## config.mk

```make
export PLATFORM = sky130hd
export DESIGN_NAME = environment_alarm_classifier
export DESIGN_NICKNAME = d
export VERILOG_FILES = /design/src/hdl/eac_pkg.sv /design/src/hdl/eac_cfg_regs.sv /design/src/hdl/eac_classify.sv /design/src/hdl/environment_alarm_classifier.sv
export SDC_FILE = /design/constraint.sdc
export NUM_CORES = 1
export LEC_CHECK = 0
export BUFFER_PORTS_ARGS = -buffer_cell sky130_fd_sc_hd__buf_2
export CORE_MARGIN = 3
export CORE_UTILIZATION = 30
export DETAILED_ROUTE_END_ITERATION = 12
export REMOVE_ABC_BUFFERS = 1
export SKIP_LAST_GASP = 1
export SLEW_MARGIN = 0
export SYNTH_ARGS = -nofsm -noshare
export SYNTH_HDL_FRONTEND = slang
export SYNTH_SLANG_ARGS = --single-unit
```

## constraint.sdc

```tcl
create_clock -name clk -period 4.68 [get_ports clk]
set_input_delay 0.936 -clock clk [delete_from_list [all_inputs] [get_ports clk]]
set_output_delay 0.936 -clock clk [all_outputs]
set_load 0.05 [all_outputs]
```

## src/hdl/eac_pkg.sv

```systemverilog
// ----------------------------------------------------------------------------
// Environment alarm classifier package
// Shared types, field codes and threshold reset values.
// ----------------------------------------------------------------------------
package eac_pkg;

  localparam int unsigned CfgAddrWidth = 3;
  localparam int unsigned CfgDataWidth = 40;
  localparam int unsigned InDataWidth  = 56;
  localparam int unsigned OutDataWidth = 24;
  localparam int unsigned HumFieldWidth = 10;

  // Register indexes.
  localparam logic [CfgAddrWidth-1:0] REG_TEMP_CRITICAL      = 3'd0;
  localparam logic [CfgAddrWidth-1:0] REG_TEMP_OPTIMAL_MAX   = 3'd1;
  localparam logic [CfgAddrWidth-1:0] REG_HUMIDITY_LIMITS    = 3'd2;
  localparam logic [CfgAddrWidth-1:0] REG_TILT_CRIT          = 3'd3;
  localparam logic [CfgAddrWidth-1:0] REG_TILT_WARN          = 3'd4;
  localparam logic [CfgAddrWidth-1:0] REG_VIB_CRIT           = 3'd5;
  localparam logic [CfgAddrWidth-1:0] REG_VIB_WARN           = 3'd6;

  // Reset thresholds.
  localparam logic signed [11:0] RST_TEMP_CRITICAL      = 12'sd350;
  localparam logic signed [11:0] RST_TEMP_OPTIMAL_MAX   = 12'sd270;
  localparam logic [39:0]        RST_HUMIDITY_LIMITS    = 40'd752248729800;
  localparam logic [10:0]        RST_TILT_CRIT          = 11'd150;
  localparam logic [10:0]        RST_TILT_WARN          = 11'd50;
  localparam logic [13:0]        RST_VIB_CRIT           = 14'd2000;
  localparam logic [13:0]        RST_VIB_WARN           = 14'd500;

  // Door codes.
  localparam logic [2:0] DOOR_SHUT       = 3'd0;
  localparam logic [2:0] DOOR_UNLOCKED   = 3'd1;
  localparam logic [2:0] DOOR_OPEN_OK    = 3'd2;
  localparam logic [2:0] DOOR_BREACHED   = 3'd3;
  localparam logic [2:0] DOOR_LOCK_FAULT = 3'd4;

  // Overall status codes.
  localparam logic [2:0] STATUS_OFFLINE      = 3'd0;
  localparam logic [2:0] STATUS_OPTIMAL      = 3'd1;
  localparam logic [2:0] STATUS_WARNING      = 3'd2;
  localparam logic [2:0] STATUS_CRITICAL     = 3'd3;
  localparam logic [2:0] STATUS_SENSOR_ERROR = 3'd4;

  // Reason codes.
  localparam logic [4:0] RSN_NET_DOWN        = 5'd0;
  localparam logic [4:0] RSN_CLIMATE_ERR     = 5'd1;
  localparam logic [4:0] RSN_MOTION_ERR      = 5'd2;
  localparam logic [4:0] RSN_DOOR_UNLOCKED   = 5'd3;
  localparam logic [4:0] RSN_DOOR_OPEN_AUTH  = 5'd4;
  localparam logic [4:0] RSN_DOOR_FORCED     = 5'd5;
  localparam logic [4:0] RSN_DOOR_LOCK_ERR   = 5'd6;
  localparam logic [4:0] RSN_TEMP_CRIT       = 5'd7;
  localparam logic [4:0] RSN_HUM_CRIT_LOW    = 5'd8;
  localparam logic [4:0] RSN_HUM_CRIT_HIGH   = 5'd9;
  localparam logic [4:0] RSN_TILT_CRIT       = 5'd10;
  localparam logic [4:0] RSN_VIB_CRIT        = 5'd11;
  localparam logic [4:0] RSN_TEMP_WARN       = 5'd12;
  localparam logic [4:0] RSN_HUM_WARN_LOW    = 5'd13;
  localparam logic [4:0] RSN_HUM_WARN_HIGH   = 5'd14;
  localparam logic [4:0] RSN_TILT_WARN       = 5'd15;
  localparam logic [4:0] RSN_VIB_WARN        = 5'd16;
  localparam logic [4:0] RSN_ALL_OPTIMAL     = 5'd17;

  // Temperature states.
  localparam logic [1:0] TS_SENSOR_ERROR = 2'd0;
  localparam logic [1:0] TS_CRIT_HIGH    = 2'd1;
  localparam logic [1:0] TS_WARN_HIGH    = 2'd2;
  localparam logic [1:0] TS_OPTIMAL      = 2'd3;

  // Humidity states.
  localparam logic [2:0] HS_SENSOR_ERROR = 3'd0;
  localparam logic [2:0] HS_CRIT_LOW     = 3'd1;
  localparam logic [2:0] HS_CRIT_HIGH    = 3'd2;
  localparam logic [2:0] HS_WARN_LOW     = 3'd3;
  localparam logic [2:0] HS_WARN_HIGH    = 3'd4;
  localparam logic [2:0] HS_OPTIMAL      = 3'd5;

  // Position states.
  localparam logic [2:0] PS_SENSOR_ERROR = 3'd0;
  localparam logic [2:0] PS_TILT_CRIT    = 3'd1;
  localparam logic [2:0] PS_VIB_CRIT     = 3'd2;
  localparam logic [2:0] PS_TILT_WARN    = 3'd3;
  localparam logic [2:0] PS_VIB_WARN     = 3'd4;
  localparam logic [2:0] PS_NOT_VERTICAL = 3'd5;
  localparam logic [2:0] PS_OPTIMAL      = 3'd6;

  typedef struct packed {
    logic signed [11:0] temp_critical;
    logic signed [11:0] temp_optimal_max;
    logic [39:0]        humidity_limits;
    logic [10:0]        tilt_crit_lim;
    logic [10:0]        tilt_warn_lim;
    logic [13:0]        vib_crit_lim;
    logic [13:0]        vib_warn_lim;
  } cfg_t;

  typedef struct packed {
    logic [2:0]         door_security;
    logic               network_up;
    logic               upright;
    logic               motion_sensor_ok;
    logic [13:0]        vibration;
    logic [10:0]        tilt;
    logic               climate_sensor_ok;
    logic [9:0]         humidity;
    logic signed [11:0] temperature;
  } item_t;

  typedef struct packed {
    logic [2:0] door_state_out;
    logic [2:0] position_state;
    logic [2:0] humidity_state;
    logic [1:0] temperature_state;
    logic [4:0] reason_code;
    logic [2:0] overall_status;
  } result_t;

endpackage

```

## src/hdl/eac_cfg_regs.sv

```systemverilog
// ----------------------------------------------------------------------------
// Threshold register file
// Holds the seven classification thresholds, written through a plain port.
// ----------------------------------------------------------------------------
module eac_cfg_regs
  import eac_pkg::*;
(
  input  logic                    clk,
  input  logic                    rst,
  input  logic                    cfg_wr_en,
  input  logic [CfgAddrWidth-1:0] cfg_addr,
  input  logic [CfgDataWidth-1:0] cfg_wdata,
  output cfg_t                    cfg
);

  always_ff @(posedge clk) begin
    if (rst) begin
      cfg.temp_critical    <= RST_TEMP_CRITICAL;
      cfg.temp_optimal_max <= RST_TEMP_OPTIMAL_MAX;
      cfg.humidity_limits  <= RST_HUMIDITY_LIMITS;
      cfg.tilt_crit_lim    <= RST_TILT_CRIT;
      cfg.tilt_warn_lim    <= RST_TILT_WARN;
      cfg.vib_crit_lim     <= RST_VIB_CRIT;
      cfg.vib_warn_lim     <= RST_VIB_WARN;
    end else if (cfg_wr_en) begin
      unique case (cfg_addr)
        REG_TEMP_CRITICAL:    cfg.temp_critical    <= $signed(cfg_wdata[11:0]);
        REG_TEMP_OPTIMAL_MAX: cfg.temp_optimal_max <= $signed(cfg_wdata[11:0]);
        REG_HUMIDITY_LIMITS:  cfg.humidity_limits  <= cfg_wdata[39:0];
        REG_TILT_CRIT:        cfg.tilt_crit_lim    <= cfg_wdata[10:0];
        REG_TILT_WARN:        cfg.tilt_warn_lim    <= cfg_wdata[10:0];
        REG_VIB_CRIT:         cfg.vib_crit_lim     <= cfg_wdata[13:0];
        REG_VIB_WARN:         cfg.vib_warn_lim     <= cfg_wdata[13:0];
        default: begin
        end
      endcase
    end
  end

endmodule

```

## src/hdl/eac_classify.sv

```systemverilog
// ----------------------------------------------------------------------------
// Snapshot classifier
// Threshold comparators and priority encoding of component states, overall
// status and reason code for one snapshot.
// ----------------------------------------------------------------------------
module eac_classify
  import eac_pkg::*;
(
  input  item_t   item,
  input  cfg_t    cfg,
  output result_t result
);

  logic [HumFieldWidth-1:0] hum_crit_low;
  logic [HumFieldWidth-1:0] hum_warn_low;
  logic [HumFieldWidth-1:0] hum_warn_high;
  logic [HumFieldWidth-1:0] hum_crit_high;
  logic [2:0] door;
  logic [1:0] ts;
  logic [2:0] hs;
  logic [2:0] ps;
  logic       door_crit;
  logic       door_warn;
  logic [4:0] door_reason;

  assign hum_crit_low  = cfg.humidity_limits[9:0];
  assign hum_warn_low  = cfg.humidity_limits[19:10];
  assign hum_warn_high = cfg.humidity_limits[29:20];
  assign hum_crit_high = cfg.humidity_limits[39:30];

  // Codes above lock error saturate to lock error.
  assign door = (item.door_security > DOOR_LOCK_FAULT) ? DOOR_LOCK_FAULT
                                                       : item.door_security;

  always_comb begin
    priority if (!item.climate_sensor_ok)                         ts = TS_SENSOR_ERROR;
    else if ($signed(item.temperature) >= $signed(cfg.temp_critical)) ts = TS_CRIT_HIGH;
    else if ($signed(item.temperature) > $signed(cfg.temp_optimal_max)) ts = TS_WARN_HIGH;
    else                                                          ts = TS_OPTIMAL;
  end

  always_comb begin
    priority if (!item.climate_sensor_ok)      hs = HS_SENSOR_ERROR;
    else if (item.humidity <= hum_crit_low)    hs = HS_CRIT_LOW;
    else if (item.humidity >= hum_crit_high)   hs = HS_CRIT_HIGH;
    else if (item.humidity <= hum_warn_low)    hs = HS_WARN_LOW;
    else if (item.humidity >= hum_warn_high)   hs = HS_WARN_HIGH;
    else                                       hs = HS_OPTIMAL;
  end

  always_comb begin
    priority if (!item.motion_sensor_ok)           ps = PS_SENSOR_ERROR;
    else if (item.tilt >= cfg.tilt_crit_lim)       ps = PS_TILT_CRIT;
    else if (item.vibration >= cfg.vib_crit_lim)   ps = PS_VIB_CRIT;
    else if (item.tilt >= cfg.tilt_warn_lim)       ps = PS_TILT_WARN;
    else if (item.vibration >= cfg.vib_warn_lim)   ps = PS_VIB_WARN;
    else if (!item.upright)                        ps = PS_NOT_VERTICAL;
    else                                           ps = PS_OPTIMAL;
  end

  assign door_crit = (door == DOOR_BREACHED) || (door == DOOR_LOCK_FAULT);
  assign door_warn = (door == DOOR_UNLOCKED) || (door == DOOR_OPEN_OK);

  always_comb begin
    unique case (door)
      DOOR_UNLOCKED: door_reason = RSN_DOOR_UNLOCKED;
      DOOR_OPEN_OK:  door_reason = RSN_DOOR_OPEN_AUTH;
      DOOR_BREACHED: door_reason = RSN_DOOR_FORCED;
      default:       door_reason = RSN_DOOR_LOCK_ERR;
    endcase
  end

  always_comb begin
    result.temperature_state = ts;
    result.humidity_state    = hs;
    result.position_state    = ps;
    result.door_state_out    = door;
    priority if (!item.network_up) begin
      result.overall_status = STATUS_OFFLINE;
      result.reason_code    = RSN_NET_DOWN;
    end else if (!item.climate_sensor_ok || !item.motion_sensor_ok) begin
      result.overall_status = STATUS_SENSOR_ERROR;
      result.reason_code    = !item.climate_sensor_ok ? RSN_CLIMATE_ERR : RSN_MOTION_ERR;
    end else if (door_crit || ts == TS_CRIT_HIGH || hs == HS_CRIT_LOW ||
                 hs == HS_CRIT_HIGH || ps == PS_TILT_CRIT || ps == PS_VIB_CRIT) begin
      result.overall_status = STATUS_CRITICAL;
      priority if (door_crit)          result.reason_code = door_reason;
      else if (ts == TS_CRIT_HIGH)     result.reason_code = RSN_TEMP_CRIT;
      else if (hs == HS_CRIT_LOW)      result.reason_code = RSN_HUM_CRIT_LOW;
      else if (hs == HS_CRIT_HIGH)     result.reason_code = RSN_HUM_CRIT_HIGH;
      else if (ps == PS_TILT_CRIT)     result.reason_code = RSN_TILT_CRIT;
      else                             result.reason_code = RSN_VIB_CRIT;
    end else if (door_warn || ts == TS_WARN_HIGH || hs == HS_WARN_LOW ||
                 hs == HS_WARN_HIGH || ps == PS_TILT_WARN || ps == PS_VIB_WARN) begin
      result.overall_status = STATUS_WARNING;
      priority if (door_warn)          result.reason_code = door_reason;
      else if (ts == TS_WARN_HIGH)     result.reason_code = RSN_TEMP_WARN;
      else if (hs == HS_WARN_LOW)      result.reason_code = RSN_HUM_WARN_LOW;
      else if (hs == HS_WARN_HIGH)     result.reason_code = RSN_HUM_WARN_HIGH;
      else if (ps == PS_TILT_WARN)     result.reason_code = RSN_TILT_WARN;
      else                             result.reason_code = RSN_VIB_WARN;
    end else begin
      result.overall_status = STATUS_OPTIMAL;
      result.reason_code    = RSN_ALL_OPTIMAL;
    end
  end

endmodule

```

## src/hdl/environment_alarm_classifier.sv

```systemverilog
// ----------------------------------------------------------------------------
// Environment alarm classifier
// Classifies environment snapshots against programmable thresholds.
// ----------------------------------------------------------------------------
// Each input beat is one snapshot; each output beat is its classification.
// The block takes one beat per clock while the output accepts results, and
// passes each beat through the input register and then the result register,
// with the comparator and priority logic between them. The input
// register takes a new beat whenever it is empty or its beat moves on to the
// result register, so the block holds up to two beats and stalls its input
// only when a result waits at the output and the input register is full.
// Thresholds are written through the cfg port and should only change while
// no beat is in flight.
module environment_alarm_classifier
  import eac_pkg::*;
(
  input  logic                    clk,
  input  logic                    rst,
  input  logic                    s_axis_tvalid,
  output logic                    s_axis_tready,
  // [11:0] temperature, [21:12] humidity, [22] climate_sensor_ok, [33:23] tilt,
  // [47:34] vibration, [48] motion_sensor_ok, [49] upright, [50] network_up,
  // [53:51] door_security, [55:54] zero
  input  logic [InDataWidth-1:0]  s_axis_tdata,
  output logic                    m_axis_tvalid,
  input  logic                    m_axis_tready,
  // [2:0] overall_status, [7:3] reason_code, [9:8] temperature_state,
  // [12:10] humidity_state, [15:13] position_state, [18:16] door_state_out,
  // [23:19] zero
  output logic [OutDataWidth-1:0] m_axis_tdata,
  input  logic                    cfg_wr_en,
  input  logic [CfgAddrWidth-1:0] cfg_addr,
  input  logic [CfgDataWidth-1:0] cfg_wdata
);

  cfg_t    cfg;
  item_t   in_item;
  logic    in_valid;
  result_t result_next;
  result_t result;
  logic    out_valid;
  logic    out_advance;

  eac_cfg_regs u_cfg_regs (
    .clk       (clk),
    .rst       (rst),
    .cfg_wr_en (cfg_wr_en),
    .cfg_addr  (cfg_addr),
    .cfg_wdata (cfg_wdata),
    .cfg       (cfg)
  );

  eac_classify u_classify (
    .item   (in_item),
    .cfg    (cfg),
    .result (result_next)
  );

  assign out_advance   = !out_valid || m_axis_tready;
  assign s_axis_tready = !in_valid || out_advance;

  always_ff @(posedge clk) begin
    if (rst) begin
      in_valid <= 1'b0;
    end else if (s_axis_tready) begin
      in_valid <= s_axis_tvalid;
    end
  end

  always_ff @(posedge clk) begin
    if (s_axis_tready && s_axis_tvalid) begin
      in_item <= s_axis_tdata[$bits(item_t)-1:0];
    end
  end

  always_ff @(posedge clk) begin
    if (rst) begin
      out_valid <= 1'b0;
    end else if (out_advance) begin
      out_valid <= in_valid;
    end
  end

  always_ff @(posedge clk) begin
    if (out_advance && in_valid) begin
      result <= result_next;
    end
  end

  assign m_axis_tvalid = out_valid;
  assign m_axis_tdata  = {{(OutDataWidth - $bits(result_t)){1'b0}}, result};

endmodule
```

## Word level (Yosys, flattened, before mapping)

Index checks and enable logic that the tools add are counted.

| storage, ports and cells | value |
|---|---|
| bits in latches | 0 |
| register bits | 189 |
| memories | 0 |
| input port bits | 104 |
| memory bits (writable) | 0 |
| ROM bits | 0 |

| cells by class | value |
|---|---|
| add/subtract/negate cells | 0 |
| shifts and indexed selects | 0 |
| order comparisons | 11 |
| divide/modulo/power cells | 0 |
| multipliers | 0 |
| reduce and logical (&&, ||, !) cells | 30 |
| bitwise operators | 1 |
| eq/ne operators | 20 |
| multiplexer cells | 30 |

Operator list:

| cell | number |
|---|---|
| two-way mux 5 bit | 9 |
| two-way mux 3 bit | 10 |
| greater-or-equal comparator 14 bit | 2 |
| == test 3 x 2 -> 1 bit (second input constant) | 8 |
| two-way mux 8 bit | 3 |
| greater-or-equal comparator 11 bit | 2 |
| greater-or-equal comparator 10 bit | 2 |
| <= comparator 10 bit | 2 |
| == test 3 bit (second input constant) | 6 |
| logical OR 1 bit | 15 |
| AND reduction 2 bit | 7 |
| == test 3 x 1 -> 1 bit (second input constant) | 4 |
| greater-or-equal comparator 12 bit | 1 |
| greater-than comparator 12 bit | 1 |
| case mux 3 bit (3 select lines) | 1 |
| two-way mux 2 bit | 4 |
| zero test 1 bit | 4 |
| greater-than comparator 3 bit (second input constant) | 1 |
| zero test 3 bit | 1 |
| two-way mux 1 bit | 3 |
| == test 2 x 1 -> 1 bit (second input constant) | 1 |
| == test 2 bit (second input constant) | 1 |
| logical AND 1 bit | 2 |
| OR reduction 2 bit | 1 |
| NOT 1 bit | 1 |

## Longest topological paths before layout

| logic depth | value |
|---|---|
| depth after elaboration | 15 |
| mapped depth | 10 |

## Cells and area by module

From an unflattened synthesis, not the netlist that was laid out.

| second synthesis, totals | value |
|---|---|
| cells, all modules | 974 |
| area total of the unflattened synthesis | 10196.0 µm² |

By module, submodules not included:

| module | seq. area each (µm²) | area each (µm²) | cells an instance | instances |
|---|---|---|---|---|
| eac_cfg_regs | 2282.2 | 4576.9 | 439 | 1 |
| eac_classify | 0.0 | 3281.9 | 446 | 1 |
| environment_alarm_classifier | 2232.1 | 2337.2 | 89 | 1 |

## Worst setup path after synthesis

No wires, ideal clock.

| timing path | value |
|---|---|
| path kind | input-to-reg |
| from | input port m_axis_tready |
| to | register in_item[0] in the netlist's numbering, enable pin |
| stages | 3 |
| data required time | 4.263 ns |
| buffers on the path | 0 |
| slack | 1.531 ns |
| setup time | 0.417 ns |
| data arrival time | 2.732 ns |
| cells stage by stage | nor2b_1 > nand2_1 > and2_1 |

| on the way | value |
|---|---|
| cells in the longest elaborated chain, start to end | 3 |

RTL lines:

| element | RTL line | text |
|---|---|---|
| start: declaration | environment_alarm_classifier.sv:26 | `input logic m_axis_tready,` |
| logical OR 1 bit | environment_alarm_classifier.sv:59 | `assign out_advance = !out_valid \|\| m_axis_tready;` |
| logical OR 1 bit | environment_alarm_classifier.sv:60 | `assign s_axis_tready = !in_valid \|\| out_advance;` |
| named net s_axis_tready | environment_alarm_classifier.sv:20 | `output logic s_axis_tready,` |
| logical AND 1 bit | environment_alarm_classifier.sv:71 | `if (s_axis_tready && s_axis_tvalid) begin` |
| end signal: assignment | environment_alarm_classifier.sv:72 | `in_item <= s_axis_tdata[$bits(item_t)-1:0];` |
| end: declaration | environment_alarm_classifier.sv:37 | `item_t in_item;` |

The timed path passes the listed nets, and every way through them passes these cells.
A chain may end at the register's enable or synchronous reset.

## Worst setup path in the final report

| timing path | value |
|---|---|
| from | register in_item[7] in the netlist's numbering |
| to | register result, in the netlist m_axis_tdata[3] (data pin) |

| on the way | value |
|---|---|
| cells in the longest elaborated chain, start to end | 13 |
| elaborated cells between the ends (all ways) | 24 |

RTL lines:

| element | RTL line | text |
|---|---|---|
| greater-than comparator 12 bit | eac_classify.sv:38 | `else if ($signed(item.temperature) > $signed(cfg.temp_optimal_max)) ts = TS_WARN_HIGH;` |
| two-way mux 1 bit | eac_classify.sv:38 |  |
| two-way mux 2 bit * | eac_classify.sv:37 | `else if ($signed(item.temperature) >= $signed(cfg.temp_critical)) ts = TS_CRIT_HIGH;` |
| two-way mux 2 bit * | eac_classify.sv:36 | `priority if (!item.climate_sensor_ok) ts = TS_SENSOR_ERROR;` |
| == test 2 bit | eac_classify.sv:93, eac_classify.sv:97 |  |
| logical OR 1 bit (3 in a row) | eac_classify.sv:93 | `end else if (door_warn \|\| ts == TS_WARN_HIGH \|\| hs == HS_WARN_LOW \|\|` |
| logical OR 1 bit (2 in a row) | eac_classify.sv:94 | `hs == HS_WARN_HIGH \|\| ps == PS_TILT_WARN \|\| ps == PS_VIB_WARN) begin` |
| two-way mux 8 bit | eac_classify.sv:93 |  |
| two-way mux 8 bit * | eac_classify.sv:84 | `end else if (door_crit \|\| ts == TS_CRIT_HIGH \|\| hs == HS_CRIT_LOW \|\|` |
| two-way mux 8 bit * | eac_classify.sv:81 | `end else if (!item.climate_sensor_ok \|\| !item.motion_sensor_ok) begin` |
| end signal: assignment | environment_alarm_classifier.sv:86 | `result <= result_next;` |
| end: declaration | environment_alarm_classifier.sv:40 | `result_t result;` |

Every way passes the cells marked *; elsewhere a longest branch is shown, timed or not.

==> run summary <==
### Floorplanning
- 0.0311 mm² — core region area
- 0.0342 mm² — die footprint
- 64 — number of standard-cell rows in the floorplan
- 185 µm — die extent in y
- 185 µm — die extent in x
- 0.309 — Starting Density
- 130 — I/O pin count

### Layout
- 3130 — Fill cells
- 0.361 — utilization after layout
- 16.7% — growth of design area from synthesis to finish
- 1549 — Non-Filler Instances
- sky130_fd_sc_hd__nand2_1 (194), sky130_fd_sc_hd__buf_2 (121), sky130_fd_sc_hd__inv_1 (120), sky130_fd_sc_hd__dfxtp_1 (116), sky130_fd_sc_hd__ha_1 (114) — commonest non-fill, non-tap cells in the layout
- 0.0112 mm² — final design instance area without fill
- sky130_fd_sc_hd__nand2_1 — most common library cell in the layout ignoring fill and taps
- 1355 — NumNets Final
- 0.153 — ratio of cells with drive above 1 in the final layout

### Logic synthesis
- 189 — flip-flop and latch count after synthesis
- 0 — Post-synth ARST share
- 73 — number of enable flip-flop cells after synthesis
- 0.00961 mm² — post-synth design cell area
- 0 — synth warn
- 1026 — Syn Inst Count
- sky130_fd_sc_hd__dfxtp_1 — leading register cell type out of synthesis
- 0.470 — part of the Yosys area used for sequential elements
- 9.37 µm² — Post-Syn Area per Cell
- 60 — count of unique library cells instantiated by Yosys

### Timing
- 0 ns — final setup TNS
- 0 — endpoints failing setup
- 2.85 ns — minimum clock period
- 0.220 — normalized max-slew margin
- 1.17 ns — actual transition at the worst max-transition pin
- false — RSZ-0062 raised after global routing
- 0 — final hold violations
- 0 — final-report max-slew violation count
- 350 MHz — Max Clock Freq
- 0.610 — part of the cycle the worst path needs
- 0.0124 ns — post-route clock skew
- 1.83 ns — worst-case setup margin in the final layout

### Run
- 0 — max-cap viol count

### CTS
- 4 — CTS H-tree depth
- 0 — Hold-fix buffers, CTS
- 0 — post-CTS setup repair buffer count
- 17 — CTS Buf Count
- yes — clock tree from TritonCTS
- 0.44 ns — insertion delay to the later sink of the worst-skew pair
- 0 — post-CTS resize count
- sky130_fd_sc_hd__clkbuf_16 — root buffer cell
- 2 — maximum clock insertion buffer count
- 189 — clock tree sinks
- 0.07 ns — clk slew on worst S/H paths

### Drt
- 15.2 µm — routed len/inst
- 0 — number of antenna-violating nets in the routed design
- 7288 — number of vias in the routed layout
- 420 — drt first-iter violations
- 0 — Post-route DRC
- 5 — first-pass iteration count of the detailed router
- 4.70 — post-detailed-route via-to-cell ratio
- 23600 µm — Final Routed Wirelength

### Pwr
- 0.000243 V — peak ir drop on the vdd network
- 0.00482 µW — Leakage Power
- 330 mW/mm² — power per cell area

### GRT
- 7042 — number of global-route vias before repair
- 0 — total overflow reported by the global router
- 88 — maximum number of pins on one net before global-route repair
- 5 — initial antenna violation count
- 0.140 — GRT Util Overall
- 37000 µm — first-pass GRT wire length

### Place
- 0.838 — RePlAce Congestion
- 0.0106 mm² — standard cell area after detailed placement
- 1514 — number of instances in the placed design
- 17100 µm — half-perimeter wire length of the detailed placement result
- 122 — port bufs
- 1.84 ns — DP Worst Slack

### Worst setup path
- flip-flop — Critical Path Source Type
- flip-flop to flip-flop — classification of the worst setup path
- 6 — CP Max Fanout
- 3.03 ns — arrival time at the worst endpoint
- 4.86 ns — critical path data required time
- flip-flop — endpoint class of the critical path

### Worst hold path
- flip-flop to flip-flop — worst hold path class

### Outcome
- finished clean — status

[where the power goes]
group | internal, µW | total (µW) | leakage, µW | switching, µW
clock | 748 | 1440 | 0.000285 | 693
sequential | 1780 | 1820 | 0.00165 | 40.0
combinational | 165 | 440 | 0.00289 | 275
total | 2690 | 3700 | 0.00482 | 1010
[stage by stage]
step           total power [µW]  hold slack [ns]
3_5_place_dp               2300            0.448
5_1_grt                    3890            0.472
4_1_cts                    3750            0.458
6_report                   3700            0.456
3_3_place_gp               2290            0.443
2_1_floorplan              2120            0.430
[critical path, cell delays in order, from the launching register on]
cell and delay, ns:
sky130_fd_sc_hd__edfxtp_1 0.41, sky130_fd_sc_hd__ha_1 0.32, sky130_fd_sc_hd__a41oi_1 0.23, sky130_fd_sc_hd__o21ai_1 0.09, sky130_fd_sc_hd__o21bai_1 0.14, sky130_fd_sc_hd__o311ai_1 0.19, sky130_fd_sc_hd__buf_4 0.21, sky130_fd_sc_hd__a221o_1 0.33
sky130_fd_sc_hd__or3_4 0.36, sky130_fd_sc_hd__a31oi_2 0.22, sky130_fd_sc_hd__a211oi_2 0.10
[cell type report]
| type | instances | area [µm²] | area share |
|---|---|---|---|
| Timing Repair Buffer | 128 | 658 | 0.0587 |
| Inverter | 120 | 450 | 0.0401 |
| Multi-Input combinational cell | 681 | 4510 | 0.402 |
| Sequential cell | 189 | 4510 | 0.402 |
| Antenna cell | 3 | 7.51 | 0.000669 |
| Clock inverter | 13 | 120 | 0.0107 |
| Tap cell | 396 | 495 | 0.0442 |
| Clock buffer | 19 | 464 | 0.0414 |
[worst paths after layout]
kind,start,to,slack [ns],cells past startpoint
setup / recovery,in_item[7]$_DFFE_PP_,m_axis_tdata[3]$_SDFFCE_PN0P_,1.83,10
hold / removal,u_cfg_regs.cfg[13]$_SDFFE_PP0P_,u_cfg_regs.cfg[13]$_SDFFE_PP0P_,0.46,2
setup reg to reg,in_item[7]$_DFFE_PP_,m_axis_tdata[3]$_SDFFCE_PN0P_,1.83,10
hold reg to reg,u_cfg_regs.cfg[13]$_SDFFE_PP0P_,u_cfg_regs.cfg[13]$_SDFFE_PP0P_,0.46,2
[cell usage after synthesis, types with 3 or more instances]
library cell                instances  area share
sky130_fd_sc_hd__a211o_1           30       0.027
sky130_fd_sc_hd__inv_1            120       0.047
sky130_fd_sc_hd__nand4_1            8      0.0052
sky130_fd_sc_hd__buf_1              3      0.0012
sky130_fd_sc_hd__clkbuf_1          32       0.012
sky130_fd_sc_hd__edfxtp_1          73        0.23
sky130_fd_sc_hd__nor2b_1           12      0.0078
sky130_fd_sc_hd__nand2b_1          11      0.0072
sky130_fd_sc_hd__a21o_1            16       0.012
sky130_fd_sc_hd__nor3_1             6      0.0031
sky130_fd_sc_hd__a211oi_1           5      0.0039
sky130_fd_sc_hd__and2_1             3      0.0020
sky130_fd_sc_hd__dfxtp_1          116        0.24
sky130_fd_sc_hd__o21ai_0           11      0.0057
sky130_fd_sc_hd__o21a_1             6      0.0047
sky130_fd_sc_hd__nor2_1            60       0.023
sky130_fd_sc_hd__ha_1             114        0.15
sky130_fd_sc_hd__nand2_1          194       0.076
sky130_fd_sc_hd__a41oi_1            3      0.0027
sky130_fd_sc_hd__o2111ai_1          4      0.0036
sky130_fd_sc_hd__o211ai_1           4      0.0031
sky130_fd_sc_hd__a21oi_1          102       0.053
sky130_fd_sc_hd__nand3b_1          16       0.012
sky130_fd_sc_hd__buf_4              5      0.0039
sky130_fd_sc_hd__a221oi_1           3      0.0027
sky130_fd_sc_hd__and3_1             4      0.0026
sky130_fd_sc_hd__a2111oi_4          3      0.0086
sky130_fd_sc_hd__o21ai_1            4      0.0021
sky130_fd_sc_hd__o22ai_1            3      0.0020
sky130_fd_sc_hd__nand3_1           18      0.0094
[registers in the layout, summed over array words and instances (netlist names)]
register        flops
m_axis_tdata       19
in_item            54
in_valid            1
m_axis_tvalid       1
u_cfg_regs.cfg    114
[logic make-up after synthesis]
kind of cell | count (synthesis) | synth area share
AOI/OAI and AO/OA | 220 | 0.158
xor gates and xnor gates | 1 | 0.000911
adders and majority gates | 114 | 0.148
buffers and inverters | 160 | 0.0644
DFF | 189 | 0.470
other | 1 | 0.000390
and+or+nand+nor | 341 | 0.158
[per-layer routing]
metal / vias to the layer above / wire length [µm] / GRT usage / part of all wire
met2: 144 / 11200 / 0.236 / 0.48
met4: 4 / 258 / 0.0336 / 0.011
met1: 3367 / 10900 / 0.183 / 0.46
met5: - / 21 / 0 / 0.00089
met3: 24 / 1170 / 0.0336 / 0.049
li1: 3749 / - / - / -
Note: power is estimated with default switching activity, not from simulation.
